## src/rtl/core/stable_priority_queue_unit_assert.svh

```systemverilog
// Assertion helpers for the priority queue checks.
`ifndef STABLE_PRIORITY_QUEUE_UNIT_ASSERT_SVH
`define STABLE_PRIORITY_QUEUE_UNIT_ASSERT_SVH

// a holds -> b holds in the same cycle
`define SPQ_ASSERT_IMPLY(name, clk, rst, a, b) \
  name: assert property (@(posedge clk) disable iff (rst) (a) |-> (b)) \
    else $error("spq: same-cycle check failed");

// a holds -> b holds in the next cycle
`define SPQ_ASSERT_NEXT(name, clk, rst, a, b) \
  name: assert property (@(posedge clk) disable iff (rst) (a) |=> (b)) \
    else $error("spq: next-cycle check failed");

`endif

```

## src/rtl/core/spq_pkg.sv

```systemverilog
package spq_pkg;

  localparam int VALUE_W = 16;
  localparam int PRIO_W  = 8;
  localparam int COUNT_W = 5;

  localparam logic [1:0] ACT_INSERT = 2'd0;
  localparam logic [1:0] ACT_REMOVE = 2'd1;
  localparam logic [1:0] ACT_QUERY  = 2'd2;

  localparam logic [1:0] STATUS_OK    = 2'd0;
  localparam logic [1:0] STATUS_FULL  = 2'd1;
  localparam logic [1:0] STATUS_EMPTY = 2'd2;

  // broadcast to every cell of the chain
  typedef struct packed {
    logic               insert;
    logic               seed;
    logic               scan;
    logic               pick;
    logic [PRIO_W-1:0]  mask;
    logic [VALUE_W-1:0] value;
    logic [PRIO_W-1:0]  prio;
  } spq_cmd_t;

  // reductions over the chain, back to control
  typedef struct packed {
    logic               found;
    logic [VALUE_W-1:0] value;
    logic [PRIO_W-1:0]  prio;
  } spq_stat_t;

  typedef struct packed {
    logic [VALUE_W-1:0] value;
    logic [PRIO_W-1:0]  prio;
    logic               found;
    logic [1:0]         status;
    logic [COUNT_W-1:0] count;
    logic               empty;
  } spq_res_t;

endpackage

```

## src/rtl/core/spq_in_if.sv

```systemverilog
interface spq_in_if
  import spq_pkg::*;
();
  logic               valid;
  logic               ready;
  logic [1:0]         action;
  logic [VALUE_W-1:0] value_in;
  logic [PRIO_W-1:0]  prio_in;

  modport source(output valid, action, value_in, prio_in, input ready);
  modport sink(input valid, action, value_in, prio_in, output ready);
endinterface

```

## src/rtl/core/spq_out_if.sv

```systemverilog
interface spq_out_if
  import spq_pkg::*;
();
  logic               valid;
  logic               ready;
  logic [VALUE_W-1:0] value_out;
  logic [PRIO_W-1:0]  prio_out;
  logic               found;
  logic [1:0]         status;
  logic [COUNT_W-1:0] entry_count;
  logic               is_empty;

  modport source(output valid, value_out, prio_out, found, status, entry_count, is_empty,
                 input ready);
  modport sink(input valid, value_out, prio_out, found, status, entry_count, is_empty,
               output ready);
endinterface

```

## src/rtl/core/spq_cell.sv

```systemverilog
module spq_cell
  import spq_pkg::*;
(
  input  logic               clk,
  input  logic               rst,
  input  spq_cmd_t           cmd,
  input  logic               any_hit,
  input  logic               left_valid,
  input  logic               prefix_in,
  input  logic               right_valid,
  input  logic [VALUE_W-1:0] right_value,
  input  logic [PRIO_W-1:0]  right_prio,
  output logic               valid,
  output logic [VALUE_W-1:0] value,
  output logic [PRIO_W-1:0]  prio,
  output logic               cand,
  output logic               hit,
  output logic               match,
  output logic               first
);

  logic load_ins;
  logic load_shift;

  assign load_ins   = cmd.insert && !valid && left_valid;
  // this cell is the removed one or lies behind it
  assign load_shift = cmd.pick && (prefix_in || cand);

  assign hit   = cand && (|(prio & cmd.mask));
  assign match = valid && (value == cmd.value);
  assign first = cand && !prefix_in;

  always_ff @(posedge clk) begin
    if (rst) begin
      valid <= 1'b0;
      cand  <= 1'b0;
    end else begin
      if (load_ins) begin
        valid <= 1'b1;
      end else if (load_shift) begin
        valid <= right_valid;
      end
      if (cmd.seed) begin
        cand <= valid;
      end else if (cmd.scan && any_hit) begin
        cand <= hit;
      end else if (cmd.pick) begin
        cand <= 1'b0;
      end
    end
  end

  always_ff @(posedge clk) begin
    if (load_ins) begin
      value <= cmd.value;
      prio  <= cmd.prio;
    end else if (load_shift) begin
      value <= right_value;
      prio  <= right_prio;
    end
  end

endmodule

```

## src/rtl/core/spq_chain.sv

```systemverilog
module spq_chain
  import spq_pkg::*;
#(
  parameter int CAPACITY = 16
) (
  input  logic                clk,
  input  logic                rst,
  input  spq_cmd_t            cmd,
  output spq_stat_t           stat,
  output logic [CAPACITY-1:0] occupied
);

  logic [VALUE_W-1:0] values [CAPACITY];
  logic [PRIO_W-1:0]  prios  [CAPACITY];
  logic [CAPACITY-1:0] cand;
  logic [CAPACITY-1:0] hit;
  logic [CAPACITY-1:0] match;
  logic [CAPACITY-1:0] first;
  logic [CAPACITY-1:0] prefix;
  logic                any_hit;

  assign any_hit = |hit;

  for (genvar i = 0; i < CAPACITY; i++) begin : g_cell
    logic               left_valid;
    logic               right_valid;
    logic [VALUE_W-1:0] right_value;
    logic [PRIO_W-1:0]  right_prio;

    if (i == 0) begin : g_head
      assign left_valid = 1'b1;
      assign prefix[i]  = 1'b0;
    end else begin : g_body
      assign left_valid = occupied[i-1];
      // some earlier cell still holds a candidate
      assign prefix[i]  = prefix[i-1] | cand[i-1];
    end

    if (i == CAPACITY - 1) begin : g_tail
      assign right_valid = 1'b0;
      assign right_value = '0;
      assign right_prio  = '0;
    end else begin : g_inner
      assign right_valid = occupied[i+1];
      assign right_value = values[i+1];
      assign right_prio  = prios[i+1];
    end

    spq_cell u_cell (
      .clk        (clk),
      .rst        (rst),
      .cmd        (cmd),
      .any_hit    (any_hit),
      .left_valid (left_valid),
      .prefix_in  (prefix[i]),
      .right_valid(right_valid),
      .right_value(right_value),
      .right_prio (right_prio),
      .valid      (occupied[i]),
      .value      (values[i]),
      .prio       (prios[i]),
      .cand       (cand[i]),
      .hit        (hit[i]),
      .match      (match[i]),
      .first      (first[i])
    );
  end

  // first is one-hot during the pick cycle
  always_comb begin
    stat       = '0;
    stat.found = |match;
    for (int i = 0; i < CAPACITY; i++) begin
      stat.value = stat.value | (values[i] & {VALUE_W{first[i]}});
      stat.prio  = stat.prio | (prios[i] & {PRIO_W{first[i]}});
    end
  end

endmodule

```

## src/rtl/core/stable_priority_queue_unit.sv

```systemverilog
// Stable priority queue, up to CAPACITY entries kept in arrival order.
// req channel: action (insert, remove, query), value_in, prio_in.
// rsp channel: one item per request with the removed value and priority,
// the query flag, a status code, the entry count and an empty flag.
// Insert, query and refused operations load their result into the holding
// register at accept; the next request is taken once that register has
// passed it on. Remove first scans: the cells drop candidates one
// priority bit a cycle, MSB first, then the oldest survivor leaves and
// every cell behind it takes its right neighbor's entry in one shift.
// One request is worked on at a time; a finished result waits in a
// holding register and then the output register, so a stalled receiver
// holds back at most one further request.
// Reset clears the valid bits of all cells, the count and both result
// stages; no clearing pass is needed.
`include "stable_priority_queue_unit_assert.svh"

module stable_priority_queue_unit
  import spq_pkg::*;
#(
  parameter int CAPACITY = 16
) (
  input logic        clk,
  input logic        rst,
  spq_in_if.sink     req,
  spq_out_if.source  rsp
);

  localparam int CW = $clog2(CAPACITY + 1);

  localparam logic [1:0] ST_IDLE = 2'd0;
  localparam logic [1:0] ST_SCAN = 2'd1;
  localparam logic [1:0] ST_PICK = 2'd2;

  logic [1:0]          state;
  logic [CW-1:0]       count;
  logic [CW-1:0]       count_next;
  logic [PRIO_W-1:0]   scan_mask;
  spq_res_t            res;
  spq_res_t            res_next;
  logic                res_pending;
  logic                res_load;
  spq_res_t            out_res;
  logic                out_valid;
  logic                out_free;
  logic                accept;
  logic                full;
  spq_cmd_t            cmd;
  spq_stat_t           stat;
  logic [CAPACITY-1:0] occupied;
  logic [CW+COUNT_W-1:0] count_ext;

  assign req.ready = (state == ST_IDLE) && !res_pending;
  assign accept    = req.valid && req.ready;
  assign full      = (count == CW'(CAPACITY));
  assign out_free  = !out_valid || rsp.ready;

  always_comb begin
    cmd        = '0;
    cmd.insert = accept && (req.action == ACT_INSERT) && !full;
    cmd.seed   = accept && (req.action == ACT_REMOVE) && (count != '0);
    cmd.scan   = (state == ST_SCAN);
    cmd.pick   = (state == ST_PICK);
    cmd.mask   = scan_mask;
    cmd.value  = req.value_in;
    cmd.prio   = req.prio_in;
  end

  spq_chain #(
    .CAPACITY(CAPACITY)
  ) u_chain (
    .clk     (clk),
    .rst     (rst),
    .cmd     (cmd),
    .stat    (stat),
    .occupied(occupied)
  );

  always_comb begin
    res_load   = 1'b0;
    res_next   = '0;
    count_next = count;
    if (state == ST_PICK) begin
      res_load       = 1'b1;
      count_next     = count - CW'(1);
      res_next.value = stat.value;
      res_next.prio  = stat.prio;
    end else if (accept && !cmd.seed) begin
      res_load = 1'b1;
      unique case (req.action)
        ACT_INSERT: begin
          if (full) begin
            res_next.status = STATUS_FULL;
          end else begin
            count_next = count + CW'(1);
          end
        end
        ACT_REMOVE: res_next.status = STATUS_EMPTY;
        ACT_QUERY:  res_next.found = stat.found;
        default: ;
      endcase
    end
    count_ext      = {{COUNT_W{1'b0}}, count_next};
    res_next.count = count_ext[COUNT_W-1:0];
    res_next.empty = (count_next == '0);
  end

  always_ff @(posedge clk) begin
    if (rst) begin
      state       <= ST_IDLE;
      count       <= '0;
      res_pending <= 1'b0;
      out_valid   <= 1'b0;
    end else begin
      count <= count_next;
      unique case (state)
        ST_IDLE: begin
          if (cmd.seed) begin
            state <= ST_SCAN;
          end
        end
        ST_SCAN: begin
          if (scan_mask[0]) begin
            state <= ST_PICK;
          end
        end
        ST_PICK: state <= ST_IDLE;
        default: state <= ST_IDLE;
      endcase
      if (res_load) begin
        res_pending <= 1'b1;
      end else if (res_pending && out_free) begin
        res_pending <= 1'b0;
      end
      if (res_pending && out_free) begin
        out_valid <= 1'b1;
      end else if (rsp.ready) begin
        out_valid <= 1'b0;
      end
    end
  end

  always_ff @(posedge clk) begin
    if (cmd.seed) begin
      scan_mask <= {1'b1, {(PRIO_W-1){1'b0}}};
    end else if (state == ST_SCAN) begin
      scan_mask <= scan_mask >> 1;
    end
    if (res_load) begin
      res <= res_next;
    end
    if (res_pending && out_free) begin
      out_res <= res;
    end
  end

  assign rsp.valid       = out_valid;
  assign rsp.value_out   = out_res.value;
  assign rsp.prio_out    = out_res.prio;
  assign rsp.found       = out_res.found;
  assign rsp.status      = out_res.status;
  assign rsp.entry_count = out_res.count;
  assign rsp.is_empty    = out_res.empty;

  // occupied cells always form the head of the chain, one per counted entry
  `SPQ_ASSERT_IMPLY(a_count_matches, clk, rst, 1'b1, $countones(occupied) == int'(count))
  `SPQ_ASSERT_IMPLY(a_busy_nonempty, clk, rst, state != ST_IDLE, count != '0)
  `SPQ_ASSERT_NEXT(a_pick_done, clk, rst, state == ST_PICK, res_pending && state == ST_IDLE)

endmodule
```

## src/flat_wrapper.sv

```systemverilog
// flat-port wrapper written by rule: the top's interface ports become plain ports
module stable_priority_queue_unit_flat import spq_pkg::*;
#(
  parameter int CAPACITY = 16
)
  (clk, rst, req_valid, req_action, req_value_in, req_prio_in, req_ready, rsp_valid, rsp_value_out, rsp_prio_out, rsp_found, rsp_status, rsp_entry_count, rsp_is_empty, rsp_ready);
  spq_in_if req_i ();
  spq_out_if rsp_i ();
  input logic clk;
  input logic rst;
  input wire logic [$bits(req_i.valid)-1:0] req_valid;
  input wire logic [$bits(req_i.action)-1:0] req_action;
  input wire logic [$bits(req_i.value_in)-1:0] req_value_in;
  input wire logic [$bits(req_i.prio_in)-1:0] req_prio_in;
  output wire logic [$bits(req_i.ready)-1:0] req_ready;
  output wire logic [$bits(rsp_i.valid)-1:0] rsp_valid;
  output wire logic [$bits(rsp_i.value_out)-1:0] rsp_value_out;
  output wire logic [$bits(rsp_i.prio_out)-1:0] rsp_prio_out;
  output wire logic [$bits(rsp_i.found)-1:0] rsp_found;
  output wire logic [$bits(rsp_i.status)-1:0] rsp_status;
  output wire logic [$bits(rsp_i.entry_count)-1:0] rsp_entry_count;
  output wire logic [$bits(rsp_i.is_empty)-1:0] rsp_is_empty;
  input wire logic [$bits(rsp_i.ready)-1:0] rsp_ready;
  assign req_i.valid = req_valid;
  assign req_i.action = req_action;
  assign req_i.value_in = req_value_in;
  assign req_i.prio_in = req_prio_in;
  assign req_ready = req_i.ready;
  assign rsp_valid = rsp_i.valid;
  assign rsp_value_out = rsp_i.value_out;
  assign rsp_prio_out = rsp_i.prio_out;
  assign rsp_found = rsp_i.found;
  assign rsp_status = rsp_i.status;
  assign rsp_entry_count = rsp_i.entry_count;
  assign rsp_is_empty = rsp_i.is_empty;
  assign rsp_i.ready = rsp_ready;
  stable_priority_queue_unit #(.CAPACITY(CAPACITY)) u_core (.clk(clk), .rst(rst), .req(req_i), .rsp(rsp_i));
endmodule
```

## config.mk

```make
export PLATFORM = sky130hd
export DESIGN_NAME = stable_priority_queue_unit_flat
export DESIGN_NICKNAME = d
export VERILOG_FILES = /design/src/rtl/core/spq_pkg.sv /design/src/rtl/core/spq_in_if.sv /design/src/rtl/core/spq_out_if.sv /design/src/rtl/core/spq_cell.sv /design/src/rtl/core/spq_chain.sv /design/src/rtl/core/stable_priority_queue_unit.sv /design/src/flat_wrapper.sv
export VERILOG_INCLUDE_DIRS = /design/src /design/src/rtl/core
export SDC_FILE = /design/constraint.sdc
export NUM_CORES = 1
export LEC_CHECK = 0
export BUFFER_PORTS_ARGS = -buffer_cell sky130_fd_sc_hd__buf_2
export CAP_MARGIN = 0
export CELL_PAD_IN_SITES_DETAIL_PLACEMENT = 1
export CELL_PAD_IN_SITES_GLOBAL_PLACEMENT = 2
export CORE_UTILIZATION = 40
export CTS_CLUSTER_SIZE = 16
export DETAILED_ROUTE_END_ITERATION = 10
export PLACE_DENSITY_LB_ADDON = 0.1
export SLEW_MARGIN = 10
export SYNTH_ARGS = -nofsm -noshare
export SYNTH_HDL_FRONTEND = slang
export SYNTH_HIERARCHICAL = 1
export SYNTH_SLANG_ARGS = --single-unit
```

## constraint.sdc

```tcl
create_clock -name clk -period 5 [get_ports clk]
set_input_delay 0.75 -clock clk [delete_from_list [all_inputs] [get_ports clk]]
set_output_delay 0.75 -clock clk [all_outputs]
set_load 0.02 [all_outputs]
```

==> summary.md <==
| Metric | Value |
|---|---|
| Max Slew Vio Count | 0 |
| Routed WL | 102000 µm |
| Crit path capture type | flop |
| IO Count | 65 |
| Placement Setup Slack | 1100 ps |
| DRT antenna net count | 0 |
| Failing checks | DRC |
| Pwr Density | 326 nW/µm² |
| GRT overflow | 0 |
| Core ar. | 66100 µm² |
| Via count | 19129 |
| Final Hold Violating Endpoints | 0 |
| # DRC | 26 |
| Pint | around 7.4 mW |
| Status | complete, but fails checks |
| Mean area per synthesized cell | 13.6 µm² |
| RSZ-0062 raised after global routing | false |
| Clock transition at path regs | approximately 70 ps |
| Die Area | 68200 µm² |
| Worst path max stage delay | 650 ps |
| CTS tree | done |
| Initial Utilization | 40.6% |
| Clk root buf | clkbuf_16 |
| Commonest non-fill, non-tap cells in the layout | edfxtp_1 (450), mux2_2 (368), xnor2_1 (192) |
| P_sw | 2.49 mW |
| Drt initial violations | approximately 2100 |
| Pwr Total | 9.90 mW |
| Critical Setup Path Class | reg2reg |
| WL per Instance | ~34 µm |
| Setup ws final | 1310 ps |
| CTS sink count | 499 |
| Port Buffer Count | 64 |
| Min cycle time layout | roughly 3700 ps |
| Commonest non-fill, non-tap cell in the layout | edfxtp_1 |
| HPWL Detailed | 69800 µm |
| Max Cap Violations | 0 |
| Worst Path Max Fanout | 16 |
| Max_slew headroom | around a quarter |
| Setup TNS | 0 ps |
| Post-Syn Instances | 1974 |
| Fillers | about 6700 |
| Layout cells sized above 1 | 29.6% |
| Site Rows | 94 |
| First-pass GRT wire length | between 100000 and 150000 µm |
| Metal-1 WL | 44500 µm |
| Max Clock Skew | between 40 and 50 ps |
| Part of the cycle the worst path needs | 73.8% |
| Ys Warns | 6 |
| Worst hold-check path type | reg2reg |
| Vias/cell | 6.35 |
| Slew @ Worst Pin | 1130 ps |
| First-pass iteration count of the detailed router | 10 |
| Placer Congestion | between 0.9 and 1 |
| Clock insertion delay at the later pin of the skew report | 640 ps |
| Routed length on met3 | 7390 µm |
| Data required time of the worst path | 5500 ps |
| Logic gate share of total power | about 6.9% |
| Post-Syn Area | 26900 µm² |
| Die Y-Extent | about 260 µm |
| Crit path launch type | flop |
| Leak pwr | 10.6 nW |
| Post-route cell area | 30400 µm² |
| Total Nets Final | 2137 |
| Gr usage total | 29.7% |
| Fmax | 271 MHz |
| Clock power share | 44.4% |
| Final Setup Violations | 0 |
| Post-CTS setup buffers | 0 |
| Initial antenna violation count | 10 |
| Chip Width | 261 µm |
| Synthesis-to-finish area growth | 13.0% |
| CTS resizes | 0 |
| Hold-fix buffers, CTS | 0 |
| Total CTS buffers | 57 |
| Crit-path slowest cell | nor2b_2 |
| Clk buf depth | 3 |
| Critical-path cell list | or4_4 -> nor2_1 -> nand3b_1 -> nor2b_2 -> buf_4 -> a22o_1 -> a221oi_1 -> nand4_1 -> and2_1 |
| Placed inst area | approximately 28000 µm² |
| Worst Path Arrival | between 4000 and 5000 ps |
| Maximum VDD drop | between 0.3 and 0.4 mV |
| Top Layer Used | met5 |
| Largest net degree at the start of global routing | 58 |
| WL met2 | 46900 µm |
| Layout Utilization | 45.9% |
| Number of global-route vias before repair | 19205 |
| Sequential power share | a little under 50% |
| Max H-tree Level | 2 |
| Switching share of total power | about 25% |
==> sequential cells by signal, summed over array words and instances, names as in the netlist <==
register / count
u_core/scan_mask: 8
u_core/u_chain/g_cell.u_cell/prio: 128
u_core/res: 33
u_core/rsp.status: 2
u_core/rsp.prio_out: 8
u_core/res_pending: 1
u_core/u_chain/g_cell.u_cell/value: 256
u_core/rsp.valid: 1
u_core/rsp.value_out: 16
u_core/state: 2
u_core/rsp.is_empty: 1
u_core/rsp.entry_count: 5
u_core/u_chain/g_cell.u_cell/cand: 16
u_core/count: 5
u_core/u_chain/g_cell.u_cell/valid: 16
u_core/rsp.found: 1
==> critical path: cells and delay by family (launching register included) <==
kind	cells	cell delay, ps
compound gates	2	290
buf+inv	1	470
flops	1	400
simple gates	6	2380
==> path summary, 6_finish.rpt <==
kind | start | end | slack, ps | cells past startpoint
max reg2reg | u_core/u_chain/g_cell[0].u_cell/cand | u_core/res[13] | 1310 | 9
min | u_core/res[16] | u_core/rsp.prio_out[7] | 420 | 0
max | u_core/u_chain/g_cell[0].u_cell/cand | u_core/res[13] | 1310 | 9
min reg2reg | u_core/res[16] | u_core/rsp.prio_out[7] | 420 | 0
==> power by group through the flow <==
| stage | logic, mW | clock network [mW] | registers (mW) |
|---|---|---|---|
| finish | 0.684 | 4.40 | 4.82 |
| global route | 0.726 | 4.62 | 4.82 |
| CTS | 0.666 | 4.47 | 4.81 |
| detailed placement | 0.664 | 0 | 4.89 |
| global placement | 0.653 | 0 | 4.89 |
| floorplan | 0.331 | 0 | 4.79 |
==> layout make-up <==
type	instances	area (µm²)	share of cell area (%)
repair buffers	117	743	2.45
flip-flops and latches	499	14500	47.7
inverters	5	18.8	0.0618
clock inverters	40	450	1.48
well taps	864	1080	3.56
clock buffers	62	1470	4.83
diodes	2	5.00	0.0165
multi-input cells	1424	12100	39.9
==> routing by layer <==
metal | GRT usage (%) | vias to the layer above
met5 | 0 | -
met4 | 9.08 | 6
met3 | 4.97 | 172
met2 | 47.0 | 833
met1 | 41.7 | 10012
li1 | - | 8106
==> per-stage QoR <==
| step | hold WS, ps | cells |
|---|---|---|
| final | 418 | 3013 |
| after global routing | 425 | 3012 |
| after CTS | 420 | 3011 |
| after detailed placement | 407 | 2909 |
| after global placement | 402 | 2909 |
| after floorplan | 400 | 2000 |
Power figures use the tool's default switching activity.
